==> src/rtl/jsv_pkg.sv <==
// shared types, codes and character helpers for the json syntax validator
`default_nettype none

package jsv_pkg;

  // default nesting limit, the top-level bracket counts as one level
  localparam int unsigned MAX_NEST_DEPTH = 32;

  // parser state codes
  localparam logic [3:0] ST_START     = 4'd0;
  localparam logic [3:0] ST_ARR_FIRST = 4'd1;
  localparam logic [3:0] ST_OBJ_FIRST = 4'd2;
  localparam logic [3:0] ST_VALUE     = 4'd3;
  localparam logic [3:0] ST_KEY       = 4'd4;
  localparam logic [3:0] ST_KEY_STR   = 4'd5;
  localparam logic [3:0] ST_KEY_ESC   = 4'd6;
  localparam logic [3:0] ST_COLON     = 4'd7;
  localparam logic [3:0] ST_STR       = 4'd8;
  localparam logic [3:0] ST_STR_ESC   = 4'd9;
  localparam logic [3:0] ST_LIT       = 4'd10;
  localparam logic [3:0] ST_NUM_INT   = 4'd11;
  localparam logic [3:0] ST_NUM_FRAC  = 4'd12;
  localparam logic [3:0] ST_NUM_ESIGN = 4'd13;
  localparam logic [3:0] ST_NUM_EDIG  = 4'd14;
  localparam logic [3:0] ST_AFTER     = 4'd15;

  // verdict codes
  localparam logic [1:0] VERDICT_OK        = 2'd0;
  localparam logic [1:0] VERDICT_BAD_START = 2'd1;
  localparam logic [1:0] VERDICT_MALFORMED = 2'd2;
  localparam logic [1:0] VERDICT_TOO_DEEP  = 2'd3;

  // nesting kinds
  localparam logic KIND_ARRAY  = 1'b0;
  localparam logic KIND_OBJECT = 1'b1;

  // literal kinds
  localparam logic [1:0] LIT_TRUE  = 2'd0;
  localparam logic [1:0] LIT_FALSE = 2'd1;
  localparam logic [1:0] LIT_NULL  = 2'd2;

  // characters
  localparam logic [7:0] CH_NUL    = 8'h00;
  localparam logic [7:0] CH_TAB    = 8'h09;
  localparam logic [7:0] CH_LF     = 8'h0A;
  localparam logic [7:0] CH_CR     = 8'h0D;
  localparam logic [7:0] CH_SPACE  = 8'h20;
  localparam logic [7:0] CH_QUOTE  = 8'h22;
  localparam logic [7:0] CH_PLUS   = 8'h2B;
  localparam logic [7:0] CH_COMMA  = 8'h2C;
  localparam logic [7:0] CH_MINUS  = 8'h2D;
  localparam logic [7:0] CH_DOT    = 8'h2E;
  localparam logic [7:0] CH_ZERO   = 8'h30;
  localparam logic [7:0] CH_NINE   = 8'h39;
  localparam logic [7:0] CH_COLON  = 8'h3A;
  localparam logic [7:0] CH_UPPER_E = 8'h45;
  localparam logic [7:0] CH_LBRACK = 8'h5B;
  localparam logic [7:0] CH_BSLASH = 8'h5C;
  localparam logic [7:0] CH_RBRACK = 8'h5D;
  localparam logic [7:0] CH_LOWER_E = 8'h65;
  localparam logic [7:0] CH_LOWER_F = 8'h66;
  localparam logic [7:0] CH_LOWER_N = 8'h6E;
  localparam logic [7:0] CH_LOWER_T = 8'h74;
  localparam logic [7:0] CH_LBRACE = 8'h7B;
  localparam logic [7:0] CH_RBRACE = 8'h7D;

  // command from the parser to the kind stack
  typedef struct packed {
    logic clear;
    logic push;
    logic pop;
    logic kind;
  } stk_cmd_t;

  function automatic logic is_ws(input logic [7:0] c);
    return c inside {CH_SPACE, CH_TAB, CH_LF, CH_CR};
  endfunction

  function automatic logic is_digit(input logic [7:0] c);
    return c inside {[CH_ZERO:CH_NINE]};
  endfunction

  // length of a literal, unknown kinds fall back to true
  function automatic logic [2:0] lit_len(input logic [1:0] kind);
    return (kind == LIT_FALSE) ? 3'd5 : 3'd4;
  endfunction

  // character at a position of a literal
  function automatic logic [7:0] lit_char(input logic [1:0] kind, input logic [2:0] idx);
    logic [7:0] ch;
    ch = CH_NUL;
    case (kind)
      LIT_FALSE: begin
        case (idx)
          3'd0:    ch = 8'h66;
          3'd1:    ch = 8'h61;
          3'd2:    ch = 8'h6C;
          3'd3:    ch = 8'h73;
          3'd4:    ch = 8'h65;
          default: ch = CH_NUL;
        endcase
      end
      LIT_NULL: begin
        case (idx)
          3'd0:    ch = 8'h6E;
          3'd1:    ch = 8'h75;
          3'd2:    ch = 8'h6C;
          3'd3:    ch = 8'h6C;
          default: ch = CH_NUL;
        endcase
      end
      default: begin
        case (idx)
          3'd0:    ch = 8'h74;
          3'd1:    ch = 8'h72;
          3'd2:    ch = 8'h75;
          3'd3:    ch = 8'h65;
          default: ch = CH_NUL;
        endcase
      end
    endcase
    return ch;
  endfunction

endpackage

`default_nettype wire

==> src/rtl/jsv_kind_stack.sv <==
// nesting kind stack with registered top, next-below and depth
`default_nettype none

module jsv_kind_stack #(
  parameter int unsigned MaxDepth = jsv_pkg::MAX_NEST_DEPTH,
  localparam int unsigned DepthW  = $clog2(MaxDepth + 1),
  localparam int unsigned AddrW   = (MaxDepth > 1) ? $clog2(MaxDepth) : 1
) (
  input  wire logic              clk_i,
  input  wire logic              rst_ni,
  input  wire jsv_pkg::stk_cmd_t cmd_i,
  output logic [DepthW-1:0]      depth_o,
  output logic                   top_kind_o
);

  logic              mem_q [MaxDepth];
  logic [DepthW-1:0] depth_q, depth_d;
  logic              top_q, top_d;
  logic              below_q;
  logic [AddrW-1:0]  wr_addr;
  logic [AddrW-1:0]  rd_addr;
  logic [DepthW-1:0] rd_depth;

  // push writes at the current depth, pop fetches the entry just below the new top
  assign wr_addr  = depth_q[AddrW-1:0];
  assign rd_depth = depth_q - DepthW'(3);
  assign rd_addr  = rd_depth[AddrW-1:0];

  // depth and top kind
  always_comb begin
    depth_d = depth_q;
    top_d   = top_q;
    if (cmd_i.clear) begin
      depth_d = '0;
      top_d   = jsv_pkg::KIND_ARRAY;
    end else if (cmd_i.push) begin
      depth_d = depth_q + DepthW'(1);
      top_d   = cmd_i.kind;
    end else if (cmd_i.pop) begin
      depth_d = depth_q - DepthW'(1);
      top_d   = below_q;
    end
  end

  always_ff @(posedge clk_i or negedge rst_ni) begin
    if (!rst_ni) begin
      depth_q <= '0;
      top_q   <= jsv_pkg::KIND_ARRAY;
    end else begin
      depth_q <= depth_d;
      top_q   <= top_d;
    end
  end

  // stack memory, one write port and one registered read port
  always_ff @(posedge clk_i) begin
    if (cmd_i.push && !cmd_i.clear) begin
      mem_q[wr_addr] <= cmd_i.kind;
      below_q        <= top_q;
    end else if (cmd_i.pop && !cmd_i.clear) begin
      below_q        <= mem_q[rd_addr];
    end
  end

  assign depth_o    = depth_q;
  assign top_kind_o = top_q;

endmodule

`default_nettype wire

==> src/rtl/jsv_parser.sv <==
// per-byte grammar state machine, literal matcher, position counter and verdict
`default_nettype none

module jsv_parser #(
  parameter int unsigned MaxDepth = jsv_pkg::MAX_NEST_DEPTH,
  localparam int unsigned DepthW  = $clog2(MaxDepth + 1)
) (
  input  wire logic              clk_i,
  input  wire logic              rst_ni,
  input  wire logic              step_i,
  input  wire logic [7:0]        text_byte_i,
  input  wire logic              is_last_i,
  input  wire logic [DepthW-1:0] depth_i,
  input  wire logic              top_kind_i,
  output jsv_pkg::stk_cmd_t      stk_cmd_o,
  output logic                   res_valid_o,
  output logic [1:0]             res_verdict_o,
  output logic [15:0]            res_pos_o
);

  logic [3:0]  st_q, st_d;
  logic [1:0]  lit_kind_q, lit_kind_d;
  logic [2:0]  lit_idx_q, lit_idx_d;
  logic [2:0]  lit_idx_inc;
  logic        given_q;
  logic [15:0] pos_q;

  logic        ws, dig, is_e;
  logic        hit;
  logic [1:0]  hit_code;
  logic        vstart, after_mode;
  logic        do_open, open_kind, do_close;
  logic        push_c, pop_c;
  logic [7:0]  c;

  assign c           = text_byte_i;
  assign ws          = jsv_pkg::is_ws(c);
  assign dig         = jsv_pkg::is_digit(c);
  assign is_e        = (c == jsv_pkg::CH_LOWER_E) || (c == jsv_pkg::CH_UPPER_E);
  assign lit_idx_inc = lit_idx_q + 3'd1;

  // next state for one byte
  always_comb begin
    st_d       = st_q;
    lit_kind_d = lit_kind_q;
    lit_idx_d  = lit_idx_q;
    hit        = 1'b0;
    hit_code   = jsv_pkg::VERDICT_MALFORMED;
    vstart     = 1'b0;
    after_mode = 1'b0;
    do_open    = 1'b0;
    open_kind  = jsv_pkg::KIND_ARRAY;
    do_close   = 1'b0;
    push_c     = 1'b0;
    pop_c      = 1'b0;

    case (st_q)
      jsv_pkg::ST_START: begin
        if (ws) begin
        end else if (c == jsv_pkg::CH_LBRACE) begin
          do_open   = 1'b1;
          open_kind = jsv_pkg::KIND_OBJECT;
        end else if (c == jsv_pkg::CH_LBRACK) begin
          do_open   = 1'b1;
        end else begin
          hit      = 1'b1;
          hit_code = jsv_pkg::VERDICT_BAD_START;
        end
      end
      jsv_pkg::ST_ARR_FIRST: begin
        if (ws) begin
        end else if (c == jsv_pkg::CH_RBRACK) begin
          do_close = 1'b1;
        end else begin
          vstart = 1'b1;
        end
      end
      jsv_pkg::ST_OBJ_FIRST: begin
        if (ws) begin
        end else if (c == jsv_pkg::CH_RBRACE) begin
          do_close = 1'b1;
        end else if (c == jsv_pkg::CH_QUOTE) begin
          st_d = jsv_pkg::ST_KEY_STR;
        end else begin
          hit = 1'b1;
        end
      end
      jsv_pkg::ST_VALUE: begin
        if (!ws) begin
          vstart = 1'b1;
        end
      end
      jsv_pkg::ST_KEY: begin
        if (ws) begin
        end else if (c == jsv_pkg::CH_QUOTE) begin
          st_d = jsv_pkg::ST_KEY_STR;
        end else begin
          hit = 1'b1;
        end
      end
      jsv_pkg::ST_KEY_STR, jsv_pkg::ST_STR: begin
        if (c == jsv_pkg::CH_NUL) begin
          hit = 1'b1;
        end else if (c == jsv_pkg::CH_BSLASH) begin
          st_d = (st_q == jsv_pkg::ST_KEY_STR) ? jsv_pkg::ST_KEY_ESC : jsv_pkg::ST_STR_ESC;
        end else if (c == jsv_pkg::CH_QUOTE) begin
          st_d = (st_q == jsv_pkg::ST_KEY_STR) ? jsv_pkg::ST_COLON : jsv_pkg::ST_AFTER;
        end
      end
      jsv_pkg::ST_KEY_ESC: begin
        if (c == jsv_pkg::CH_NUL) begin
          hit = 1'b1;
        end else begin
          st_d = jsv_pkg::ST_KEY_STR;
        end
      end
      jsv_pkg::ST_STR_ESC: begin
        if (c == jsv_pkg::CH_NUL) begin
          hit = 1'b1;
        end else begin
          st_d = jsv_pkg::ST_STR;
        end
      end
      jsv_pkg::ST_COLON: begin
        if (ws) begin
        end else if (c == jsv_pkg::CH_COLON) begin
          st_d = jsv_pkg::ST_VALUE;
        end else begin
          hit = 1'b1;
        end
      end
      jsv_pkg::ST_LIT: begin
        if ((lit_idx_q >= jsv_pkg::lit_len(lit_kind_q)) ||
            (c != jsv_pkg::lit_char(lit_kind_q, lit_idx_q))) begin
          hit = 1'b1;
        end else begin
          lit_idx_d = lit_idx_inc;
          if (lit_idx_inc >= jsv_pkg::lit_len(lit_kind_q)) begin
            st_d = jsv_pkg::ST_AFTER;
          end
        end
      end
      jsv_pkg::ST_NUM_INT: begin
        if (dig) begin
        end else if (c == jsv_pkg::CH_DOT) begin
          st_d = jsv_pkg::ST_NUM_FRAC;
        end else if (is_e) begin
          st_d = jsv_pkg::ST_NUM_ESIGN;
        end else begin
          after_mode = 1'b1;
        end
      end
      jsv_pkg::ST_NUM_FRAC: begin
        if (dig) begin
        end else if (is_e) begin
          st_d = jsv_pkg::ST_NUM_ESIGN;
        end else begin
          after_mode = 1'b1;
        end
      end
      jsv_pkg::ST_NUM_ESIGN: begin
        if (dig || (c == jsv_pkg::CH_PLUS) || (c == jsv_pkg::CH_MINUS)) begin
          st_d = jsv_pkg::ST_NUM_EDIG;
        end else begin
          after_mode = 1'b1;
        end
      end
      jsv_pkg::ST_NUM_EDIG: begin
        if (!dig) begin
          after_mode = 1'b1;
        end
      end
      jsv_pkg::ST_AFTER: begin
        after_mode = 1'b1;
      end
      default: begin
        hit = 1'b1;
      end
    endcase

    // start of a value
    if (vstart) begin
      if (c == jsv_pkg::CH_QUOTE) begin
        st_d = jsv_pkg::ST_STR;
      end else if (c == jsv_pkg::CH_LBRACE) begin
        do_open   = 1'b1;
        open_kind = jsv_pkg::KIND_OBJECT;
      end else if (c == jsv_pkg::CH_LBRACK) begin
        do_open   = 1'b1;
      end else if (c == jsv_pkg::CH_LOWER_T) begin
        lit_kind_d = jsv_pkg::LIT_TRUE;
        lit_idx_d  = 3'd1;
        st_d       = jsv_pkg::ST_LIT;
      end else if (c == jsv_pkg::CH_LOWER_F) begin
        lit_kind_d = jsv_pkg::LIT_FALSE;
        lit_idx_d  = 3'd1;
        st_d       = jsv_pkg::ST_LIT;
      end else if (c == jsv_pkg::CH_LOWER_N) begin
        lit_kind_d = jsv_pkg::LIT_NULL;
        lit_idx_d  = 3'd1;
        st_d       = jsv_pkg::ST_LIT;
      end else if (dig || (c == jsv_pkg::CH_MINUS)) begin
        st_d = jsv_pkg::ST_NUM_INT;
      end else begin
        hit = 1'b1;
      end
    end

    // after a value, also reached when a number ends on this byte
    if (after_mode) begin
      st_d = jsv_pkg::ST_AFTER;
      if (ws) begin
      end else if (c == jsv_pkg::CH_COMMA) begin
        st_d = (top_kind_i == jsv_pkg::KIND_OBJECT) ? jsv_pkg::ST_KEY : jsv_pkg::ST_VALUE;
      end else if ((c == jsv_pkg::CH_RBRACK) && (top_kind_i == jsv_pkg::KIND_ARRAY)) begin
        do_close = 1'b1;
      end else if ((c == jsv_pkg::CH_RBRACE) && (top_kind_i == jsv_pkg::KIND_OBJECT)) begin
        do_close = 1'b1;
      end else begin
        hit = 1'b1;
      end
    end

    // open a level
    if (do_open) begin
      if (depth_i >= DepthW'(MaxDepth)) begin
        hit      = 1'b1;
        hit_code = jsv_pkg::VERDICT_TOO_DEEP;
      end else begin
        push_c = 1'b1;
        st_d   = (open_kind == jsv_pkg::KIND_OBJECT) ? jsv_pkg::ST_OBJ_FIRST
                                                     : jsv_pkg::ST_ARR_FIRST;
      end
    end

    // close a level, closing the top level ends the document
    if (do_close) begin
      pop_c = (depth_i != '0);
      if (depth_i <= DepthW'(1)) begin
        hit      = 1'b1;
        hit_code = jsv_pkg::VERDICT_OK;
      end else begin
        st_d = jsv_pkg::ST_AFTER;
      end
    end
  end

  // stack command
  always_comb begin
    stk_cmd_o.clear = step_i && is_last_i;
    stk_cmd_o.push  = step_i && !given_q && push_c;
    stk_cmd_o.pop   = step_i && !given_q && pop_c;
    stk_cmd_o.kind  = open_kind;
  end

  // result word
  always_comb begin
    res_valid_o   = !given_q && (hit || is_last_i);
    res_verdict_o = hit_code;
    if (!hit) begin
      res_verdict_o = (st_d == jsv_pkg::ST_START) ? jsv_pkg::VERDICT_BAD_START
                                                  : jsv_pkg::VERDICT_MALFORMED;
    end
  end
  assign res_pos_o = pos_q;

  // state registers, the last byte returns everything to reset
  always_ff @(posedge clk_i or negedge rst_ni) begin
    if (!rst_ni) begin
      st_q       <= jsv_pkg::ST_START;
      lit_kind_q <= jsv_pkg::LIT_TRUE;
      lit_idx_q  <= '0;
      given_q    <= 1'b0;
      pos_q      <= '0;
    end else if (step_i) begin
      if (is_last_i) begin
        st_q       <= jsv_pkg::ST_START;
        lit_kind_q <= jsv_pkg::LIT_TRUE;
        lit_idx_q  <= '0;
        given_q    <= 1'b0;
        pos_q      <= '0;
      end else begin
        if (!given_q) begin
          if (hit) begin
            given_q <= 1'b1;
          end else begin
            st_q       <= st_d;
            lit_kind_q <= lit_kind_d;
            lit_idx_q  <= lit_idx_d;
          end
        end
        if (pos_q != '1) begin
          pos_q <= pos_q + 16'd1;
        end
      end
    end
  end

endmodule

`default_nettype wire

==> src/rtl/json_syntax_validator.sv <==
// top level: input word register, parser, kind stack and result register
// flow: a word is taken into the input word register, parsed from there when the
//   result register can take a word, and its verdict is registered there for the output
// throughput: one byte per cycle while the result register is not held by out_ready_i
// reset: rst_ni clears parser state, nesting depth, position and both valid flags;
//   the kind stack memory is not cleared, entries are written before they are read
`default_nettype none

module json_syntax_validator #(
  parameter int unsigned MaxDepth = jsv_pkg::MAX_NEST_DEPTH
) (
  input  wire logic        clk_i,
  input  wire logic        rst_ni,
  input  wire logic        in_valid_i,
  output logic             in_ready_o,
  input  wire logic [7:0]  text_byte_i,
  input  wire logic        is_last_i,
  output logic             out_valid_o,
  input  wire logic        out_ready_i,
  output logic [1:0]       verdict_o,
  output logic [15:0]      byte_position_o
);

  localparam int unsigned DepthW = $clog2(MaxDepth + 1);

  logic              in_vq;
  logic [7:0]        byte_q;
  logic              last_q;
  logic              out_vq;
  logic [1:0]        verdict_q;
  logic [15:0]       pos_q;
  logic              advance;
  logic              step;
  logic              res_valid;
  logic [1:0]        res_verdict;
  logic [15:0]       res_pos;
  logic [DepthW-1:0] depth;
  logic              top_kind;
  jsv_pkg::stk_cmd_t stk_cmd;

  // the input register moves on whenever the result register can take a word
  assign advance    = !out_vq || out_ready_i;
  assign step       = in_vq && advance;
  assign in_ready_o = !in_vq || advance;

  // input word register
  always_ff @(posedge clk_i or negedge rst_ni) begin
    if (!rst_ni) begin
      in_vq <= 1'b0;
    end else if (in_ready_o) begin
      in_vq <= in_valid_i;
    end
  end

  always_ff @(posedge clk_i) begin
    if (in_valid_i && in_ready_o) begin
      byte_q <= text_byte_i;
      last_q <= is_last_i;
    end
  end

  jsv_parser #(
    .MaxDepth (MaxDepth)
  ) u_parser (
    .clk_i         (clk_i),
    .rst_ni        (rst_ni),
    .step_i        (step),
    .text_byte_i   (byte_q),
    .is_last_i     (last_q),
    .depth_i       (depth),
    .top_kind_i    (top_kind),
    .stk_cmd_o     (stk_cmd),
    .res_valid_o   (res_valid),
    .res_verdict_o (res_verdict),
    .res_pos_o     (res_pos)
  );

  jsv_kind_stack #(
    .MaxDepth (MaxDepth)
  ) u_stack (
    .clk_i      (clk_i),
    .rst_ni     (rst_ni),
    .cmd_i      (stk_cmd),
    .depth_o    (depth),
    .top_kind_o (top_kind)
  );

  // result register
  always_ff @(posedge clk_i or negedge rst_ni) begin
    if (!rst_ni) begin
      out_vq <= 1'b0;
    end else if (advance) begin
      out_vq <= step && res_valid;
    end
  end

  always_ff @(posedge clk_i) begin
    if (step && res_valid) begin
      verdict_q <= res_verdict;
      pos_q     <= res_pos;
    end
  end

  assign out_valid_o     = out_vq;
  assign verdict_o       = verdict_q;
  assign byte_position_o = pos_q;

endmodule

`default_nettype wire

==> config.mk <==
export PLATFORM = sky130hd
export DESIGN_NAME = json_syntax_validator
export DESIGN_NICKNAME = d
export VERILOG_FILES = /design/src/rtl/jsv_pkg.sv /design/src/rtl/jsv_kind_stack.sv /design/src/rtl/jsv_parser.sv /design/src/rtl/json_syntax_validator.sv
export SDC_FILE = /design/constraint.sdc
export NUM_CORES = 1
export LEC_CHECK = 0
export ABC_AREA = 1
export BUFFER_PORTS_ARGS = -buffer_cell sky130_fd_sc_hd__buf_4
export CAP_MARGIN = 20
export CORE_UTILIZATION = 64
export CTS_BUF_LIST = sky130_fd_sc_hd__clkbuf_2
export DETAILED_ROUTE_END_ITERATION = 10
export GPL_ROUTABILITY_DRIVEN = 0
export PLACE_DENSITY = 0.8
export SYNTH_ARGS = -nofsm -noshare
export SYNTH_HDL_FRONTEND = slang
export SYNTH_SLANG_ARGS = --single-unit
export TNS_END_PERCENT = 1
==> constraint.sdc <==
create_clock -name clk_i -period 3.4 [get_ports clk_i]
set_input_delay 0.34 -clock clk_i [delete_from_list [all_inputs] [get_ports clk_i]]
set_output_delay 0.34 -clock clk_i [all_outputs]
set_load 0.05 [all_outputs]
-- After elaboration in Yosys (flattened, before gate mapping)
Memory sizes are Yosys's and may differ from the RTL's.
Index checks and enable logic that the tools add are counted.
- register bits: 63
- bits in latches: 0
- bits in writable memories: 32
- memory bits (read-only): 0
- input port bits: 13
- output and inout bits: 20
- logic and storage cells: 278
- memories kept: 1
- add/sub/neg operators: 5
- multiply operators: 0
- div/mod/pow operators: 0
- $lt $le $gt $ge: 6
- equality and inequality tests: 48
- shifts and indexed selects: 0
- mux-type cells: 161
- bitwise logic cells: 1
- reduce and logical (&&, ||, !) cells: 42
- memories (memory ; words ; bits a word ; read ports ; clocked after memory_dff ; write ports ; RTL line ; source):
    u_stack.mem_q ; 32 ; 1 ; 1 ; 0 ; 1 ; jsv_kind_stack.sv:16 ; logic mem_q [MaxDepth];
- operators with widths (cell ; number):
    4-bit two-way mux ; 38
    8-bit by 7-bit equality test with 1-bit output, second input constant ; 10
    1-bit two-way mux ; 74
    8-bit by 6-bit equality test with 1-bit output, second input constant ; 7
    2-bit two-way mux ; 21
    4-bit case mux with 10 select lines ; 1
    3-bit two-way mux ; 13
    7-bit case mux with 5 select lines ; 1
    4-bit equality test, second input constant ; 8
    16-bit two-way mux ; 2
    7-bit case mux with 4 select lines ; 1
    8-bit by 4-bit equality test with 1-bit output, second input constant ; 3
    7-bit case mux with 3 select lines ; 1
    6-bit two-way mux ; 3
    16-bit by 1-bit adder with 16-bit output, second input constant ; 1
    4-bit by 3-bit equality test with 1-bit output, second input constant ; 4
    16-bit != test, second input constant ; 1
    8-bit case mux with 2 select lines ; 1
    1-bit logical AND ; 13
    2-bit != test, second input constant ; 5
    4-bit by 2-bit equality test with 1-bit output, second input constant ; 2
    8-bit by 6-bit greater-or-equal comparator with 1-bit output, second input constant ; 1
    8-bit by 6-bit less-or-equal comparator with 1-bit output, second input constant ; 1
    4-bit logical NOT ; 2
    32 further kinds ; 49

-- Longest topological paths before layout
- word-level depth: 29
- mapped depth: 21
- depth with buffers taken out: 21

-- Cells and area by module
Synthesis repeated with hierarchy kept, for this count alone.
- cells, all modules: 795
- area total of the unflattened synthesis: 6080.8 um^2
- by module, submodules not included (module ; instances ; cells an instance ; area an instance (um^2) ; sequential area each (um^2)):
    jsv_parser ; 1 ; 504 ; 3015.4 ; 650.6
    jsv_kind_stack ; 1 ; 249 ; 2148.3 ; 1166.1
    json_syntax_validator ; 1 ; 42 ; 917.1 ; 860.8

-- Least setup slack after synthesis
Ideal clock, no wire load.
- path type: register -> register
- start: register u_stack.depth_q[0], in the netlist u_stack.depth_o[0]
- end: register pos_q[0], in the netlist byte_position_o[0] (enable)
- setup time: 0.392 ns
- arrival: 2.729 ns
- data required time: 3.008 ns
- slack: 0.279 ns
- cell stages (with the launch flop): 12
- path buffers: 3
- period minus slack after synthesis: 3.121 ns
- path through: dfrtp_1 -> clkbuf_1 -> inv_1 -> clkbuf_1 -> buf_1 -> ha_1 -> o211ai_1 -> inv_1 -> nand2_2 -> nand4_2 -> nor2_1 -> nor2_1
- word-level cells in the longest chain between the ends: 8
- elaborated cells between the ends (all ways): 9
- those cells by class: order compare (2); mux (4); reduce/logical (3)
- ends and longest elaborated chain (element ; RTL line ; source):
    start: declaration ; jsv_kind_stack.sv:17 ; logic [DepthW-1:0] depth_q, depth_d;
    start signal: assignment ; jsv_kind_stack.sv:50 ; depth_q <= depth_d;
    6-bit greater-or-equal comparator ; jsv_parser.sv:226 ; if (depth_i >= DepthW'(MaxDepth)) begin
    1-bit two-way mux ; jsv_parser.sv:226 ;
    1-bit two-way mux ; jsv_parser.sv:225 ; if (do_open) begin
    1-bit two-way mux ; jsv_parser.sv:239 ; if (depth_i <= DepthW'(1)) begin
    1-bit two-way mux (*) ; jsv_parser.sv:237 ; if (do_close) begin
    1-bit logical OR (*) ; jsv_parser.sv:258 ; res_valid_o = !given_q && (hit || is_last_i);
    1-bit logical AND (*) ; jsv_parser.sv:258 ;
    1-bit logical AND (*) ; json_syntax_validator.sv:98 ; if (step && res_valid) begin
    end signal: assignment ; json_syntax_validator.sv:100 ; pos_q <= res_pos;
    end: declaration ; json_syntax_validator.sv:31 ; logic [15:0] pos_q;
Every way passes the cells marked *; elsewhere a longest branch is shown, timed or not.
A chain may end at the register's enable or synchronous reset.

-- Final worst setup path
- start: register u_parser.lit_kind_q[1]
- end: register u_parser.st_q[2]
- word-level cells in the longest chain between the ends: 26
- elaborated cells between the ends (all ways): 49
- those cells by class: order compare (2); eq/ne (4); mux (41); reduce/logical (2)
- ends and longest elaborated chain (element ; RTL line ; source):
    start: declaration ; jsv_parser.sv:22 ; logic [1:0] lit_kind_q, lit_kind_d;
    start signal: assignment ; jsv_parser.sv:271 ; lit_kind_q <= jsv_pkg::LIT_TRUE;
    start signal: assignment ; jsv_parser.sv:278 ; lit_kind_q <= jsv_pkg::LIT_TRUE;
    start signal: assignment ; jsv_parser.sv:288 ; lit_kind_q <= lit_kind_d;
    2-bit equality test / 2-bit by 1-bit equality test with 1-bit output (equally long branches) ; jsv_pkg.sv:92, jsv_pkg.sv:85 ;
    8-bit case mux with 2 select lines ; jsv_pkg.sv:92 ; case (kind)
    8-bit two-way mux ; jsv_parser.sv:57 ; case (st_q)
    8-bit != test ; jsv_parser.sv:134 ; (c != jsv_pkg::lit_char(lit_kind_q, lit_idx_q))) begin
    1-bit logical OR ; jsv_parser.sv:133 ; if ((lit_idx_q >= jsv_pkg::lit_len(lit_kind_q)) ||
    1-bit two-way mux ; jsv_parser.sv:133 ;
    1-bit case mux with 6 select lines ; jsv_parser.sv:57 ;
    1-bit two-way mux ; jsv_parser.sv:202 ; end else if (dig || (c == jsv_pkg::CH_MINUS)) begin
    (+10 left out) ; -- ;
    1-bit two-way mux ; jsv_parser.sv:212 ; if (ws) begin
    1-bit two-way mux ; jsv_parser.sv:210 ; if (after_mode) begin
    1-bit two-way mux ; jsv_parser.sv:226 ;
    1-bit two-way mux ; jsv_parser.sv:225 ;
    1-bit two-way mux ; jsv_parser.sv:239 ;
    1-bit two-way mux ; jsv_parser.sv:237 ;
    2-bit != test (no source line) ; -- ;
    3-bit AND reduction (no source line) ; -- ;
    end signal: assignment ; jsv_parser.sv:270 ; st_q <= jsv_pkg::ST_START;
    end signal: assignment ; jsv_parser.sv:277 ; st_q <= jsv_pkg::ST_START;
    end signal: assignment ; jsv_parser.sv:287 ; st_q <= st_d;
    end: declaration ; jsv_parser.sv:21 ; logic [3:0] st_q, st_d;
Several ways; a longest one is shown, not always the timed one. The select of a mux whose other input is x is not followed.

==> impl_results.md <==
- Status: finished clean
- Hpwl dp: 10,200 µm
- Post_cts resized: 0
- Final WL: 13,900 µm
- P_leak: 2.80 nW
- H-tree depth: 3
- Most common cell after layout, fill and taps aside: nand2_1
- Post-layout util: 0.726
- Cell Area, Placed: 6080 µm²
- Post-layout min period: 3.00 ns
- Final worst slack: 0.405 ns
- Total die area: 9320 µm²
- Antenna cell count: 0
- Fin nets: 805
- Crit start category: register
- Die Width: 96.5 µm
- Antenna-violating nets left: 0
- Fraction of layout cells with a size suffix above 1: 0.115
- RSZ-0062 raised after global routing: no
- Wire per inst: 15.6 µm
- Avg Vias per Cell: 5.87
- #FFs+latches synth: 95
- Finished Cell Area: 6300 µm²
- Initial antenna violation count: 0
- Pins Over Slew Limit: 0
- IO buf count: 32
- Clk sinks: 95
- Setup WS pre-CTS: 0.489 ns
- Max VDD drop: 0.000235 V
- DIE HEIGHT: 96.5 µm
- Clk root buf: clkbuf_2
- Crit Path Max Fanout: 7
- Synthesized area: 5720 µm²
- Total gr overflow: 0
- First-pass GRT wire length: 21,800 µm
- CP arrival: 3.42 ns
- Post-synth cell types: 49
- Finish-stage setup viols: 0
- Yosys warning count: 0
- Number of global-route vias before repair: 4,644
- Crit Path Category: register to register
- I/O pins: 33
- Iter 0 DRT Violations: 516
- Skew-Pair Late Insertion Delay: 0.55 ns
- Crit share post-route: 0.881
- Max Clock Skew: 0.0409 ns
- Final Hold Viols: 0
- Slew @ Worst Pin: 0.554 ns
- DR pass1 iterations: 6
- Worst hold path type: input port to register
- Top_reg_cell synth: edfxtp_1
- TritonCTS clock tree: yes
- Highest-count cells in the layout ignoring fill and taps: nand2_1, nor2_1, inv_1
- Core Rows: 34
- Starting density of the core: 0.659
- Setup TNS: 0 ns
- Max-cap violation count: 0
- Synthesized area per cell: 7.85 µm²
- Clk buf depth: 2
- Total Power: 0.00262 W
- PwrDens: 415 nW/µm²
- Slew Limit Headroom: 0.630
- Vias: 5,228
- Core footprint: 8680 µm²
- Cell count after synthesis: 729
- Largest net degree at the start of global routing: 36
- Remaining DRCs: 0
- Crit path capture type: register
- Total track usage: 0.308
- CP required: 3.83 ns
- Syn_nets: 756
- Fraction of registers with async set/reset: 0.368
- Worst-path clk slew: 0.29 ns
- P&R area growth vs syn: 10.2%
- Post-synth EDFFs: 60
- Fmax: 334 MHz
- Register area share after synthesis: 0.468
- Total CTS buffers: 9
-- critical path, cell delays in order, from the launching register on --
cell	delay [ns]
dfrtp_1	0.46
inv_1	0.06
ha_1	0.26
ha_1	0.35
nor2_1	0.11
nand2_1	0.06
a21oi_1	0.16
nand3_1	0.10
nor2_1	0.09
nand3_1	0.09
o21ai_0	0.31
nand4_2	0.24
nor2_1	0.22
nand2_1	0.15
o22ai_1	0.24
-- state kept, by name (all words and copies together) (netlist names), 2 cells and up --
| signal | flops |
|---|---|
| u_parser.lit_kind_q | 2 |
| byte_q | 8 |
| u_stack.depth_o | 6 |
| u_stack.mem_q | 32 |
| u_parser.st_q | 4 |
| u_parser.res_pos_o | 16 |
| byte_position_o | 16 |
| u_parser.lit_idx_q | 3 |
| verdict_o | 2 |
-- worst paths after layout --
| kind | start | to | slack (ns) | cells past startpoint |
|---|---|---|---|---|
| worst max-delay path | u_parser.lit_kind_q[1]$_DFFE_PN0P_ | u_parser.st_q[2]$_DFFE_PN0P_ | 0.40 | 14 |
| worst min-delay path | out_ready_i | in_vq$_DFFE_PN0N_ | 0.08 | 4 |
| worst max register to register | u_parser.lit_kind_q[1]$_DFFE_PN0P_ | u_parser.st_q[2]$_DFFE_PN0P_ | 0.40 | 14 |
| worst min register to register | u_parser.res_pos_o[9]$_DFFE_PN0P_ | byte_position_o[9]$_DFFE_PP_ | 0.49 | 0 |
| max in group asynchronous | rst_ni | u_parser.st_q[2]$_DFFE_PN0P_ | 2.81 | 2 |
| min in group asynchronous | rst_ni | u_parser.res_pos_o[7]$_DFFE_PN0P_ | 0.23 | 2 |
-- area by class of cell --
cell class                 instances  area, µm²
clock buffer                       9       45.0
clock inverter                     7       67.6
fill                             686       2380
inverter                         100        377
multi-input combinational        525       2620
sequential                        95       2680
tap                              108        135
timing repair buffer              47        380
-- per-layer routing --
metal / global-route usage / vias to the layer above / share of wire
li1: - / 2529 / -
met2: 0.468 / 298 / 0.45
met4: 0.119 / 0 / 0.018
met1: 0.435 / 2370 / 0.43
met5: 0 / - / 0
met3: 0.0618 / 31 / 0.10
-- stage by stage --
stage                     instances  hold slack, ns
after floorplan                 729          0.0444
after global placement          864           0.323
after detailed placement        864           0.325
after CTS                       891          0.0418
after global routing            891          0.0548
final                           891          0.0792
-- kinds of logic after synthesis --
family / Yosys count / synth area share
and+or+nand+nor: 387 / 0.297
DFF: 95 / 0.468
xor gates and xnor gates: 4 / 0.00612
buffers and inverters: 109 / 0.0739
adders and majority gates: 14 / 0.0306
AOI/OAI and AO/OA: 120 / 0.124
-- synth_stat cells (3+ instances only) --
master / instances / area (µm²)
dfrtp_1: 35 / 876
inv_1: 92 / 345
ha_1: 14 / 175
nand4_1: 8 / 50.1
nor2_2: 4 / 25.0
a31oi_1: 3 / 18.8
o21ai_1: 4 / 20.0
xor2_1: 4 / 35.0
nor3_2: 4 / 40.0
o21ai_2: 4 / 35.0
o21ai_0: 53 / 265
nor3_1: 15 / 75.1
nand3_1: 56 / 280
o2111ai_1: 3 / 26.3
nand2_2: 10 / 62.6
edfxtp_1: 60 / 1800
o211ai_1: 3 / 22.5
clkbuf_1: 5 / 18.8
o22ai_1: 14 / 87.6
nor2_1: 119 / 447
a21oi_1: 24 / 120
inv_2: 5 / 18.8
nand2_1: 158 / 593
-- what timing repair did --
item                                    CTS  global route
endpoints found under the setup margin    0             0
setup buffers                             0             0
endpoints found under the hold margin    45             0
hold buffers                             11             0
-- power breakdown --
part / internal [W] / switching, W / total (W)
combinational: 0.000195 / 0.000498 / 0.000693
sequential: 0.00133 / 0.0000598 / 0.00139
clock: 0.000115 / 0.000416 / 0.000531
Power figures use the tool's default switching activity.
